File: config.mk
export PLATFORM = sky130hd
export DESIGN_NAME = mer_ctrl
export DESIGN_NICKNAME = d
export VERILOG_FILES = /design/src/design/mer_pkg.sv /design/src/design/mer_ctrl.sv
export SDC_FILE = /design/constraint.sdc
export NUM_CORES = 1
export LEC_CHECK = 0
export BUFFER_PORTS_ARGS = -buffer_cell sky130_fd_sc_hd__buf_2
export CORE_AREA = 5 5 42 44
export CTS_CLUSTER_SIZE = 25
export DETAILED_ROUTE_END_ITERATION = 8
export DIE_AREA = 0 0 47 49
export GPL_TIMING_DRIVEN = 0
export SLEW_MARGIN = 40
export SYNTH_ARGS = -nofsm -noshare
export SYNTH_HDL_FRONTEND = slang
export SYNTH_SLANG_ARGS = --single-unit
File: constraint.sdc
create_clock -name clk -period 1.55 [get_ports clk]
set_clock_uncertainty 0.1 [all_clocks]
set_input_delay 0.0775 -clock clk [delete_from_list [all_inputs] [get_ports clk]]
set_output_delay 0.0775 -clock clk [all_outputs]
set_load 0.05 [all_outputs]
File: src/design/mer_pkg.sv
`timescale 1ns / 1ps
// Shared types, codes and constants of the midpoint ellipse rasterizer.
package mer_pkg;

	localparam int AXIS_BITS_DEF = 10;
	localparam int CENTER_W      = 12;
	localparam int SEMI_W        = 10;
	localparam int POINT_W       = 13;

	localparam logic       KIND_START = 1'b0;
	localparam logic [1:0] LAST_PIX   = 2'd3;

	typedef enum logic [1:0] {
		PH_DONE = 2'd0,
		PH_R1   = 2'd1,
		PH_R2   = 2'd2
	} phase_t;

	typedef enum logic [3:0] {
		ST_IDLE,
		ST_SQ_AB,
		ST_INIT_MUL,
		ST_INIT_SET,
		ST_CHK_SQ,
		ST_CHK_MUL,
		ST_CHK_EVAL,
		ST_STEP_MUL,
		ST_EMIT,
		ST_DONE_OUT
	} state_t;

	typedef enum logic [3:0] {
		OP_NONE,
		OP_LATCH,
		OP_SQ_AB,
		OP_INIT_MUL,
		OP_INIT_SET,
		OP_CHK_SQ,
		OP_CHK_MUL,
		OP_CHK_EVAL,
		OP_STEP_MUL,
		OP_EMIT,
		OP_EMIT_DONE
	} op_t;

	typedef struct packed {
		op_t        op;
		logic [1:0] pix_idx;
	} dp_cmd_t;

	typedef struct packed {
		phase_t phase;
		logic   in_region;
		logic   out_free;
	} dp_sts_t;

endpackage

File: src/design/mer_ctrl.sv
`timescale 1ns / 1ps
// Sequencer for setup, region check, step update and pixel emission.
module mer_ctrl (
	input  logic              clk,
	input  logic              arst_n,
	input  logic              req_valid,
	input  logic              req_kind,
	output logic              req_ready,
	input  mer_pkg::dp_sts_t  sts,
	output mer_pkg::dp_cmd_t  cmd
);

	mer_pkg::state_t state_q;
	mer_pkg::state_t state_d;
	logic [1:0]      idx_q;
	logic            active;

	assign active = (sts.phase == mer_pkg::PH_R1) || (sts.phase == mer_pkg::PH_R2);

	always_ff @(posedge clk or negedge arst_n) begin
		if (!arst_n) begin
			state_q <= mer_pkg::ST_IDLE;
			idx_q   <= '0;
		end else begin
			state_q <= state_d;
			if (cmd.op == mer_pkg::OP_EMIT) begin
				idx_q <= idx_q + 2'd1;
			end
		end
	end

	always_comb begin
		state_d = state_q;
		case (state_q)
			mer_pkg::ST_IDLE: begin
				if (req_valid) begin
					if (req_kind == mer_pkg::KIND_START) begin
						state_d = mer_pkg::ST_SQ_AB;
					end else if (active) begin
						state_d = mer_pkg::ST_CHK_SQ;
					end else begin
						state_d = mer_pkg::ST_DONE_OUT;
					end
				end
			end
			mer_pkg::ST_SQ_AB:    state_d = mer_pkg::ST_INIT_MUL;
			mer_pkg::ST_INIT_MUL: state_d = mer_pkg::ST_INIT_SET;
			mer_pkg::ST_INIT_SET: state_d = mer_pkg::ST_IDLE;
			mer_pkg::ST_CHK_SQ:   state_d = mer_pkg::ST_CHK_MUL;
			mer_pkg::ST_CHK_MUL:  state_d = mer_pkg::ST_CHK_EVAL;
			mer_pkg::ST_CHK_EVAL: begin
				if (sts.in_region) begin
					state_d = mer_pkg::ST_STEP_MUL;
				end else if (sts.phase == mer_pkg::PH_R1) begin
					// region 2 gets loaded now; check it from the top
					state_d = mer_pkg::ST_CHK_SQ;
				end else begin
					state_d = mer_pkg::ST_DONE_OUT;
				end
			end
			mer_pkg::ST_STEP_MUL: state_d = mer_pkg::ST_EMIT;
			mer_pkg::ST_EMIT: begin
				if (sts.out_free && idx_q == mer_pkg::LAST_PIX) begin
					state_d = mer_pkg::ST_IDLE;
				end
			end
			mer_pkg::ST_DONE_OUT: begin
				if (sts.out_free) begin
					state_d = mer_pkg::ST_IDLE;
				end
			end
			default: state_d = mer_pkg::ST_IDLE;
		endcase
	end

	always_comb begin
		req_ready   = 1'b0;
		cmd.op      = mer_pkg::OP_NONE;
		cmd.pix_idx = idx_q;
		case (state_q)
			mer_pkg::ST_IDLE: begin
				req_ready = 1'b1;
				if (req_valid && req_kind == mer_pkg::KIND_START) begin
					cmd.op = mer_pkg::OP_LATCH;
				end
			end
			mer_pkg::ST_SQ_AB:    cmd.op = mer_pkg::OP_SQ_AB;
			mer_pkg::ST_INIT_MUL: cmd.op = mer_pkg::OP_INIT_MUL;
			mer_pkg::ST_INIT_SET: cmd.op = mer_pkg::OP_INIT_SET;
			mer_pkg::ST_CHK_SQ:   cmd.op = mer_pkg::OP_CHK_SQ;
			mer_pkg::ST_CHK_MUL:  cmd.op = mer_pkg::OP_CHK_MUL;
			mer_pkg::ST_CHK_EVAL: cmd.op = mer_pkg::OP_CHK_EVAL;
			mer_pkg::ST_STEP_MUL: cmd.op = mer_pkg::OP_STEP_MUL;
			mer_pkg::ST_EMIT: begin
				if (sts.out_free) begin
					cmd.op = mer_pkg::OP_EMIT;
				end
			end
			mer_pkg::ST_DONE_OUT: begin
				if (sts.out_free) begin
					cmd.op = mer_pkg::OP_EMIT_DONE;
				end
			end
			default: cmd.op = mer_pkg::OP_NONE;
		endcase
	end

endmodule

Word level (Yosys, flattened, before mapping)
Index checks and enable logic that the tools add are counted.

Output and inout port bits: 7. Word-level logic and storage cells: 38. Bits of input ports: 8. Bits in registers: 6.

Equal/unequal tests: 16. Reductions and logical operators: 5. Multiplexer cells: 13. Add/sub/neg operators: 1. Bitwise logic cells: 1.

Operators by type and width (number): $pmux 4 s10 (1); $mux 4 (9); $pmux 4 s9 (1); $eq 4x3->1 const B (4); $eq 4x4->1 const B (3); $eq 4x2->1 const B (2); $ne 2x2->1 const B (3); $eq 2x2->1 const B (2); $eq 4x1->1 const B (1); $logic_not 4->1 (1); $reduce_and 3->1 (1); $add 2x1->2 const B (1); $eq 2x1->1 const B (1); $logic_and 1x1->1 (2); $mux 1 (2); $logic_or 1x1->1 (1); $not 1->1 (1).

Depth between registers and ports, before layout
Gate-level depths: netlist (run 1).

Word-level depth: 6. Depth in mapped cells: 5. Mapped depth without buffers: 5.

Worst setup path before layout (run 1)
No wires, ideal clock.

Kind: register to register. From: reg state_q[3]. To: reg state_q[2]. Setup slack: -1.208 ns. Buffers on the path: 0. Setup time: 0.065 ns. Clock period less this slack: 2.758 ns. Arrival: 2.593 ns. Stages on the path, launching flop included: 4. Data required time: 1.385 ns. Cells stage by stage: dfrtp_1 -> nor4_1 -> and3b_1 -> o21a_1.

Cells in the longest elaborated chain, start to end: 3. Elaborated cells between the ends (all ways): 14. Classes of those cells: eq/ne (11); mux (1); reduce/logical (2).

RTL lines: start: declaration (RTL line mer_ctrl.sv:13) `mer_pkg::state_t state_q;`; start signal: assignment (RTL line mer_ctrl.sv:22) `state_q <= mer_pkg::ST_IDLE;`; start signal: assignment (RTL line mer_ctrl.sv:25) `state_q <= state_d;`; $eq 4x4->1 / $logic_not 4->1 (equally long branches) (RTL line mer_ctrl.sv:34) `case (state_q)`; $ne 2x2->1 (no line); $reduce_and 3->1 (no line).

Several ways; a longest one is shown, not always the timed one. A chain may end at the register's enable or synchronous reset.

Final worst setup path (run 1)
From: reg state_q[2]. To: reg idx_q[1].

Cells in the longest elaborated chain, start to end: 3. Elaborated cells between the ends (all ways): 12. Classes of those cells: eq/ne (10); mux (1); reduce/logical (1).

RTL lines: $eq 4x4->1, or another cell as far along (RTL line mer_ctrl.sv:80) `case (state_q)`; $pmux 4 s10 * (RTL line mer_ctrl.sv:80); $eq 4x4->1 * (RTL line mer_ctrl.sv:26) `if (cmd.op == mer_pkg::OP_EMIT) begin`; end signal: assignment (RTL line mer_ctrl.sv:27) `idx_q <= idx_q + 2'd1;`; end: declaration (RTL line mer_ctrl.sv:15) `logic [1:0] idx_q;`.

Mark *: on every way between the ends. The rest lies on a longest branch, timed or not.

==> impl_metrics.ini, run 1 <==
[clock_tree]
cts_buffers = 3
ctsRootBufferMaster = clkbuf_4
clock_sinks = 6
clock_latency_ns = 0.24
cts.path.max_buffers = 2
cts.clk_slew.worst_paths_ns = 0.05
cts_tree = built
htree_num_levels = 1

[setup_path]
worst_ep_required_time_ns = 1.57
worst_path_dominant_cell_family = simple AND/OR/NAND/NOR gates
timing.rr.start = state_q[2]
cp_max_fo = 3
path_cells = nand2b_4 > or4_4 > buf_6 > mux2_4
cp-start-kind = flop
criticalPathCategory = reg -> reg
worstSetupEndpointType = flop
rr_endpoint = idx_q[1]
crit_arrival_ns = 1.73
r2r_setup_slack_ns = -0.16
reg2regPathDepth = 4
crit_path_end = idx_q[1]
cp.buffers_inverters = 1
crit_path_top_delay_cell = or4_4
cp-startpoint = state_q[2]
cpPeakStageDelay_ns = 0.50
crit_cells = 4

[status]
violations = setup timing
status = finished, violations left

[global_routing]
grt_antenna_before_repair = 0
grt_max_degree = 11
overflow = 0
grtUsageTotal = 0.127
grt_pass1_vias = 557
grt_first_pass_wirelength_microns = 2180

[synthesis]
yosysUniqueCellTypes = 29
ys_ff_latch = 6
ys_warn_count = 0
syn_area_sq_um = 464
avgSynthCellArea_sq_um = 9.28
syn_inst = 50
syn_nets = 60
ys_seq_area_frac = 0.323

[timing]
finalCriticalPeriod_ns = 1.71
post-route-period-util = 1.10
relSlewSlack = 0.779
setup_viol = 5
hold_viol = 0
drv_slew = 0
grt_setup_unrepaired = yes
worst_pin_slew_ns = 0.332
fmax_mhz = 586
worst_slack_ns = -0.157

[drt]
drc = 0
drt_first_pass_iters = 2
wl_microns = 1490
via_per_inst = 5.34
drtIter0Drc = 6
drtAntennaViolNets = 0
vias = 529
post_drt_wl_per_cell_microns = 15.0

[final_layout]
register_area_sq_um = 154
syn2layout_area_growth_pct = 85.7
drive_gt1_frac = 0.639
nets = 94
final_cells = 99
fin_util = 0.615
n_fill_cell = 126
n_antenna_cell = 0
multi_input_area_sq_um = 395

[floorplan]
start_util = 0.331
core_sq_mm = 0.00140
die_h_microns = 49
num_rows = 14
die_area_sq_mm = 0.00230
io_pins = 15
chipWidth_microns = 47

[worst_hold_path]
hold_class = in -> async

[place]
placed_cells = 80
hpwlAfterDp_microns = 879
place_congestion = 0.725
io_buffers = 14

[run]
maxCapViolations = 0
==> kinds of logic after synthesis <==
group / count (synthesis) / synth area share
compound gates: 14 / 0.229
xor+xnor: 3 / 0.0566
fa+ha+maj: 2 / 0.0539
buf+inv: 5 / 0.0458
flops: 6 / 0.323
mux: 1 / 0.0323
simple gates: 19 / 0.259
==> metal layers <==
layer | vias to the layer above | part of all wire | wire, microns | GRT usage
met5 | - | 0 | 0 | 0
met4 | 0 | 0.011 | 17 | 0.0553
met3 | 2 | 0.040 | 60 | 0.0148
met2 | 13 | 0.59 | 877 | 0.238
met1 | 263 | 0.36 | 530 | 0.131
li1 | 251 | - | - | -
==> stage by stage <==
| stage | worst slack, ns | setup TNS (ns) | hold slack [ns] | instance area (sq um) |
|---|---|---|---|---|
| 6_report | -0.157 | -0.451 | 0.0830 | 862 |
| 5_1_grt | -0.196 | -0.705 | 0.0942 | 862 |
| 4_1_cts | -0.150 | -0.487 | 0.0730 | 783 |
| 3_5_place_dp | -0.126 | -0.217 | -0.194 | 583 |
| 3_3_place_gp | -0.123 | -0.208 | -0.195 | 583 |
| 2_1_floorplan | -0.115 | -0.458 | -0.318 | 493 |
==> area by class of cell <==
class,count,share of cell area
plain buffers,2,0.0261
clock buffers,4,0.0305
inverters,3,0.0131
multi-input cells,39,0.459
flip-flops and latches,6,0.179
well taps,16,0.0232
repair buffers,29,0.270
==> worst min-delay path by stage <==
stage,endpoint,cells past startpoint
6_report,idx_q[0],2
2_1_floorplan,idx_q[0],0
4_1_cts,idx_q[0],2
5_1_grt,idx_q[0],2
3_3_place_gp,idx_q[1],1
3_5_place_dp,idx_q[1],1
==> layout by cell type (no fill, tap or decap), types with 2 or more instances in the layout <==
master / netlist / final
dfrtp_2: 0 / 3
buf_4: 0 / 10
inv_1: 3 / 3
a32o_1: 3 / 2
clkbuf_4: 0 / 3
nor2b_1: 2 / 2
ha_1: 2 / 2
buf_8: 0 / 2
buf_6: 0 / 8
nand2b_4: 0 / 2
o21ai_0: 3 / 2
dfrtp_1: 6 / 3
nor4_4: 0 / 2
buf_2: 2 / 10
xnor2_2: 0 / 2
==> synthesized netlist by cell type <==
cell type,n,share of area
a21boi_0,1,0.016
a21o_1,1,0.016
a21oi_1,1,0.011
a22o_1,1,0.019
a311oi_1,1,0.019
a32o_1,3,0.065
and2_1,1,0.013
and2b_2,1,0.019
and3b_1,1,0.019
buf_2,2,0.022
dfrtp_1,6,0.32
ha_1,2,0.054
inv_1,3,0.024
mux2_4,1,0.032
nand2_1,2,0.016
nand2b_1,2,0.027
nand2b_2,1,0.019
nand4b_1,1,0.019
nor2_1,3,0.024
nor2b_1,2,0.027
nor3_1,1,0.011
nor4_1,2,0.027
o21a_1,1,0.016
o21ai_0,3,0.032
o21bai_1,1,0.016
o32ai_1,1,0.019
or2_2,1,0.013
or4_4,1,0.024
xnor2_1,3,0.057
==> flip-flops by register name, summed over array words and instances, names as in the netlist <==
name,flops
idx_q,2
state_q,4
==> repair_timing <==
item,in CTS,in global routing
endpoints found under the hold margin,6,0
gates cloned,0,1
buffers inserted,12,2
setup endpoints to repair,6,9
pin swaps,4,8
hold buffers,1,0
gates resized for setup,20,15
Power of run 1 is left out: the tool's default activity adds up to more than one toggle a clock period on the data nets, which glitch-free logic cannot reach.
==> run 2: changes to the inputs <==
==> constraint.sdc (replaced) <==
create_clock -name clk -period 1.55 [get_ports clk]
set_clock_uncertainty 0.1 [all_clocks]
set_input_delay 0 -clock clk [delete_from_list [all_inputs] [get_ports clk]]
set_output_delay 0 -clock clk [all_outputs]
set_load 0.05 [all_outputs]
==> run 2 against run 1 <==
Clock-buffer cell count stayed put. Die area is the same. Register-to-register slack gained 0.16 ns. Critical path depth fell by 1. Global-route usage fell by 0.59 points. Final area fell by 6.4%. Setup slack better by 0.12 ns. The flow still finishes with violations (setup timing). Wire length is 13% lower. First-iteration DRC count is 33% lower. Cell count down 4.0%. Non-clock buffer count is 4 lower. Hold slack got worse by 0.049 ns.
==> impl_metrics.ini, run 2 (synthesis gave the netlist of run 1 again) <==
[timing]
fmax_mhz = 631
worst_pin_slew_ns = 0.339
hold_ws_ns = 0.0340
finalCriticalPeriod_ns = 1.58
grt_setup_unrepaired = yes
drv_slew = 0
post-route-period-util = 1.02
worst_slack_ns = -0.0336
setup_viol = 1
relSlewSlack = 0.774
hold_viol = 0

[drt]
via_per_inst = 5.16
drtIter0Drc = 4
post_drt_wl_per_cell_microns = 13.6
drt_first_pass_iters = 3
drtAntennaViolNets = 0
wl_microns = 1290
vias = 490
drc = 0

[clock_tree]
ctsRootBufferMaster = clkbuf_4
clock_latency_ns = 0.24
cts_tree = built
cts.path.max_buffers = 2
htree_num_levels = 1
cts.clk_slew.worst_paths_ns = 0.05
cts_buffers = 3
clock_sinks = 6

[floorplan]
num_rows = 14
die_area_sq_mm = 0.00230
die_h_microns = 49
start_util = 0.331
core_sq_mm = 0.00140
chipWidth_microns = 47
io_pins = 15

[final_layout]
max_flop_register = state_q
multi_input_area_sq_um = 382
drive_gt1_frac = 0.544
largest_register_ff_count = 4
nets = 90
largest_registers = state_q: 4 flops, idx_q: 2 flops
design_area_sq_um = 807
n_antenna_cell = 0
n_fill_cell = 140
layout_common_cells = buf_2, buf_4, buf_6
register_area_sq_um = 154
mostFrequentLayoutCell = buf_2
final_cells = 95
syn2layout_area_growth_pct = 73.9

[setup_path]
cp_max_fo = 3
worst_ep_required_time_ns = 1.45
criticalPathCategory = reg -> out
crit_arrival_ns = 1.48
worstSetupEndpointType = output port
cp-start-kind = flop

[global_routing]
grt_first_pass_wirelength_microns = 2010
grt_pass1_vias = 493
grtUsageTotal = 0.121
grt_antenna_before_repair = 0
grt_max_degree = 11
overflow = 0

[place]
placed_cells = 80
hpwlAfterDp_microns = 931
place_congestion = 0.742
io_buffers = 14
placed_area_sq_um = 578

[status]
violations = setup timing
status = finished, violations left

[worst_hold_path]
hold_class = in -> reg

[run]
maxCapViolations = 0
## run 2: layout make-up
| class | instances | area share |
|---|---|---|
| multi-input combinational | 39 | 0.473 |
| timing repair buffer | 25 | 0.237 |
| sequential | 6 | 0.191 |
| clock buffer | 4 | 0.0326 |
| buffer | 2 | 0.0279 |
| tap | 16 | 0.0248 |
| inverter | 3 | 0.0140 |
## run 2: per-stage QoR
| stage | TNS (ns) | utilization | setup WS, ns |
|---|---|---|---|
| finish | -0.0336 | 0.576 | -0.0336 |
| global route | -0.116 | 0.576 | -0.0713 |
| CTS | -0.148 | 0.535 | -0.108 |
| detailed placement | -0.150 | 0.413 | -0.123 |
| global placement | -0.148 | 0.413 | -0.121 |
| floorplan | -0.393 | - | -0.113 |
## run 2: worst max-delay path, stage by stage (launching register included)
cell,delay [ns]
dfrtp_1,0.42
or4_4,0.60
nand2_4,0.08
buf_8,0.14
## run 2: what timing repair did
item	4_1_cts	5_1_grt
cloned	0	0
setup buffers	6	2
hold buffers	3	0
pin swaps	3	4
resized for setup	19	9
hold endpoints to repair	8	0
endpoints found under the setup margin	6	9
## run 2: worst paths after layout
path                         endpoint        from  cells after the start  slack [ns]
min                        state_q[1]      sts[1]                      3        0.03
max                            cmd[2]  state_q[0]                      3       -0.03
min in group asynchronous    idx_q[0]      arst_n                      3        0.58
min reg2reg                  idx_q[0]    idx_q[0]                      1        0.41
max reg2reg                  idx_q[1]  state_q[0]                      2           0
max in group asynchronous  state_q[1]      arst_n                      3        0.54
## run 2: layer usage
metal,wire length (microns),global-route usage,vias up
met1,537,0.141,228
met2,657,0.195,13
met3,87,0.0148,2
met4,10,0.0829,0
li1,-,-,247
met5,0,0,-
Power of run 2 is left out for the same reason.
==> run 3: changes to the inputs <==
SKIP_CTS_REPAIR_TIMING = 1   (was unset)
==> run 3 against run 2 <==
The run ends with hold timing, setup timing left. Flip-flop and latch count unchanged. Critical path depth is 1 higher. First-iteration DRC count decreased by 50%. Global-route usage down 1.4 points. Register-to-register slack worse by 0.04 ns. Non-clock buffer count decreased by 3. Setup slack got worse by 0.073 ns. Hold slack worse by 0.035 ns. Cell count down 3.2%. Critical path type unchanged.
==> impl_metrics.ini, run 3 (synthesis gave the netlist of run 1 again) <==
[timing]
post-route-period-util = 1.07
hold_ws_ns = -0.00112
worst_pin_slew_ns = 0.340
fmax_mhz = 604
hold_viol = 6
setup_viol = 3
finalCriticalPeriod_ns = 1.66
final.setup.tns_ns = -0.156
grt_setup_unrepaired = yes
relSlewSlack = 0.773
drv_slew = 0
worst_slack_ns = -0.106

[setup_path]
rr_endpoint = idx_q[1]
cp-startpoint = state_q[2]
crit_arrival_ns = 1.56
path_cells = nand2b_4 > or4_4 > nand2_2 > buf_8
cp-start-kind = flop
worst_path_dominant_cell_family = simple AND/OR/NAND/NOR gates
criticalPathCategory = reg -> out
crit_path_top_delay_cell = or4_4
crit_cells = 4
reg2regPathDepth = 3
cpPeakStageDelay_ns = 0.52
worstSetupEndpointType = output port
cp.buffers_inverters = 1
timing.rr.start = state_q[2]
crit_path_end = cmd[2]
cp_max_fo = 3
worst_ep_required_time_ns = 1.45
r2r_setup_slack_ns = -0.04

[drt]
drc = 0
drtAntennaViolNets = 0
vias = 477
via_per_inst = 5.18
drt_first_pass_iters = 2
drtIter0Drc = 2
post_drt_wl_per_cell_microns = 14.0
wl_microns = 1290

[floorplan]
num_rows = 14
core_sq_mm = 0.00140
die_h_microns = 49
io_pins = 15
die_area_sq_mm = 0.00230
start_util = 0.331
chipWidth_microns = 47

[final_layout]
max_flop_register = state_q
drive_gt1_frac = 0.539
register_area_sq_um = 154
n_antenna_cell = 0
largest_register_ff_count = 4
n_fill_cell = 150
mostFrequentLayoutCell = buf_2
fin_util = 0.535
largest_registers = state_q: 4 flops, idx_q: 2 flops
nets = 87
final_cells = 92
syn2layout_area_growth_pct = 61.5
multi_input_area_sq_um = 362
layout_common_cells = buf_2, buf_4, clkbuf_4

[run]
maxCapViolations = 0

[global_routing]
overflow = 0
grt_first_pass_wirelength_microns = 1770
grt_max_degree = 11
grt_pass1_vias = 421
grtUsageTotal = 0.107
grt_antenna_before_repair = 0

[place]
io_buffers = 14
placed_cells = 80
dp_slack_ns = -0.123
place_congestion = 0.742
hpwlAfterDp_microns = 931

[clock_tree]
cts_tree = built
cts_buffers = 3
ctsRootBufferMaster = clkbuf_4
htree_num_levels = 1
clock_latency_ns = 0.24
clock_sinks = 6
cts.clk_slew.worst_paths_ns = 0.05
cts.path.max_buffers = 2

[status]
violations = hold timing, setup timing
status = finished, violations left

[worst_hold_path]
hold_class = in -> async
-- run 3: changes by cell type in the layout (fill, tap and decap cells not counted), sizes merged --
cell         previous run  this run
dlygate4sd3             3         1
buf                    23        22
-- run 3: area by class of cell --
| cell class | count | area share |
|---|---|---|
| well taps | 16 | 0.0267 |
| multi-input cells | 39 | 0.482 |
| clock buffers | 4 | 0.0351 |
| flip-flops and latches | 6 | 0.205 |
| inverters | 3 | 0.0150 |
| repair buffers | 22 | 0.210 |
| plain buffers | 2 | 0.0250 |
-- run 3: through the flow --
stage / hold WS, ns / cell area (sq um)
after floorplan: -0.396 / 488
after global placement: -0.270 / 578
after detailed placement: -0.270 / 578
after CTS: -0.541 / 604
after global routing: 0.00568 / 749
final: -0.00112 / 749
-- run 3: how the worst min path moves through the flow --
stage,from,to,slack (ns),cells past startpoint
floorplan,arst_n,idx_q[0],-0.40,0
global placement,arst_n,idx_q[1],-0.27,1
detailed placement,arst_n,state_q[1],-0.27,1
CTS,arst_n,idx_q[0],-0.54,1
global route,sts[0],state_q[0],0.006,3
finish,arst_n,idx_q[0],-0.001,2
-- run 3: metal layers --
| layer | GRT usage | routed length, microns | vias up |
|---|---|---|---|
| met5 | 0 | 0 | - |
| met4 | 0.0829 | 10 | 0 |
| met1 | 0.141 | 553 | 224 |
| met3 | 0.0111 | 85 | 2 |
| li1 | - | - | 238 |
| met2 | 0.152 | 636 | 13 |
-- run 3: worst register-to-register path: stages, from the launching register on --
cell and delay, ns:
dfrtp_2 0.41, nand2b_4 0.14, or4_4 0.52, mux2_4 0.31
Power of run 3 is left out for the same reason.
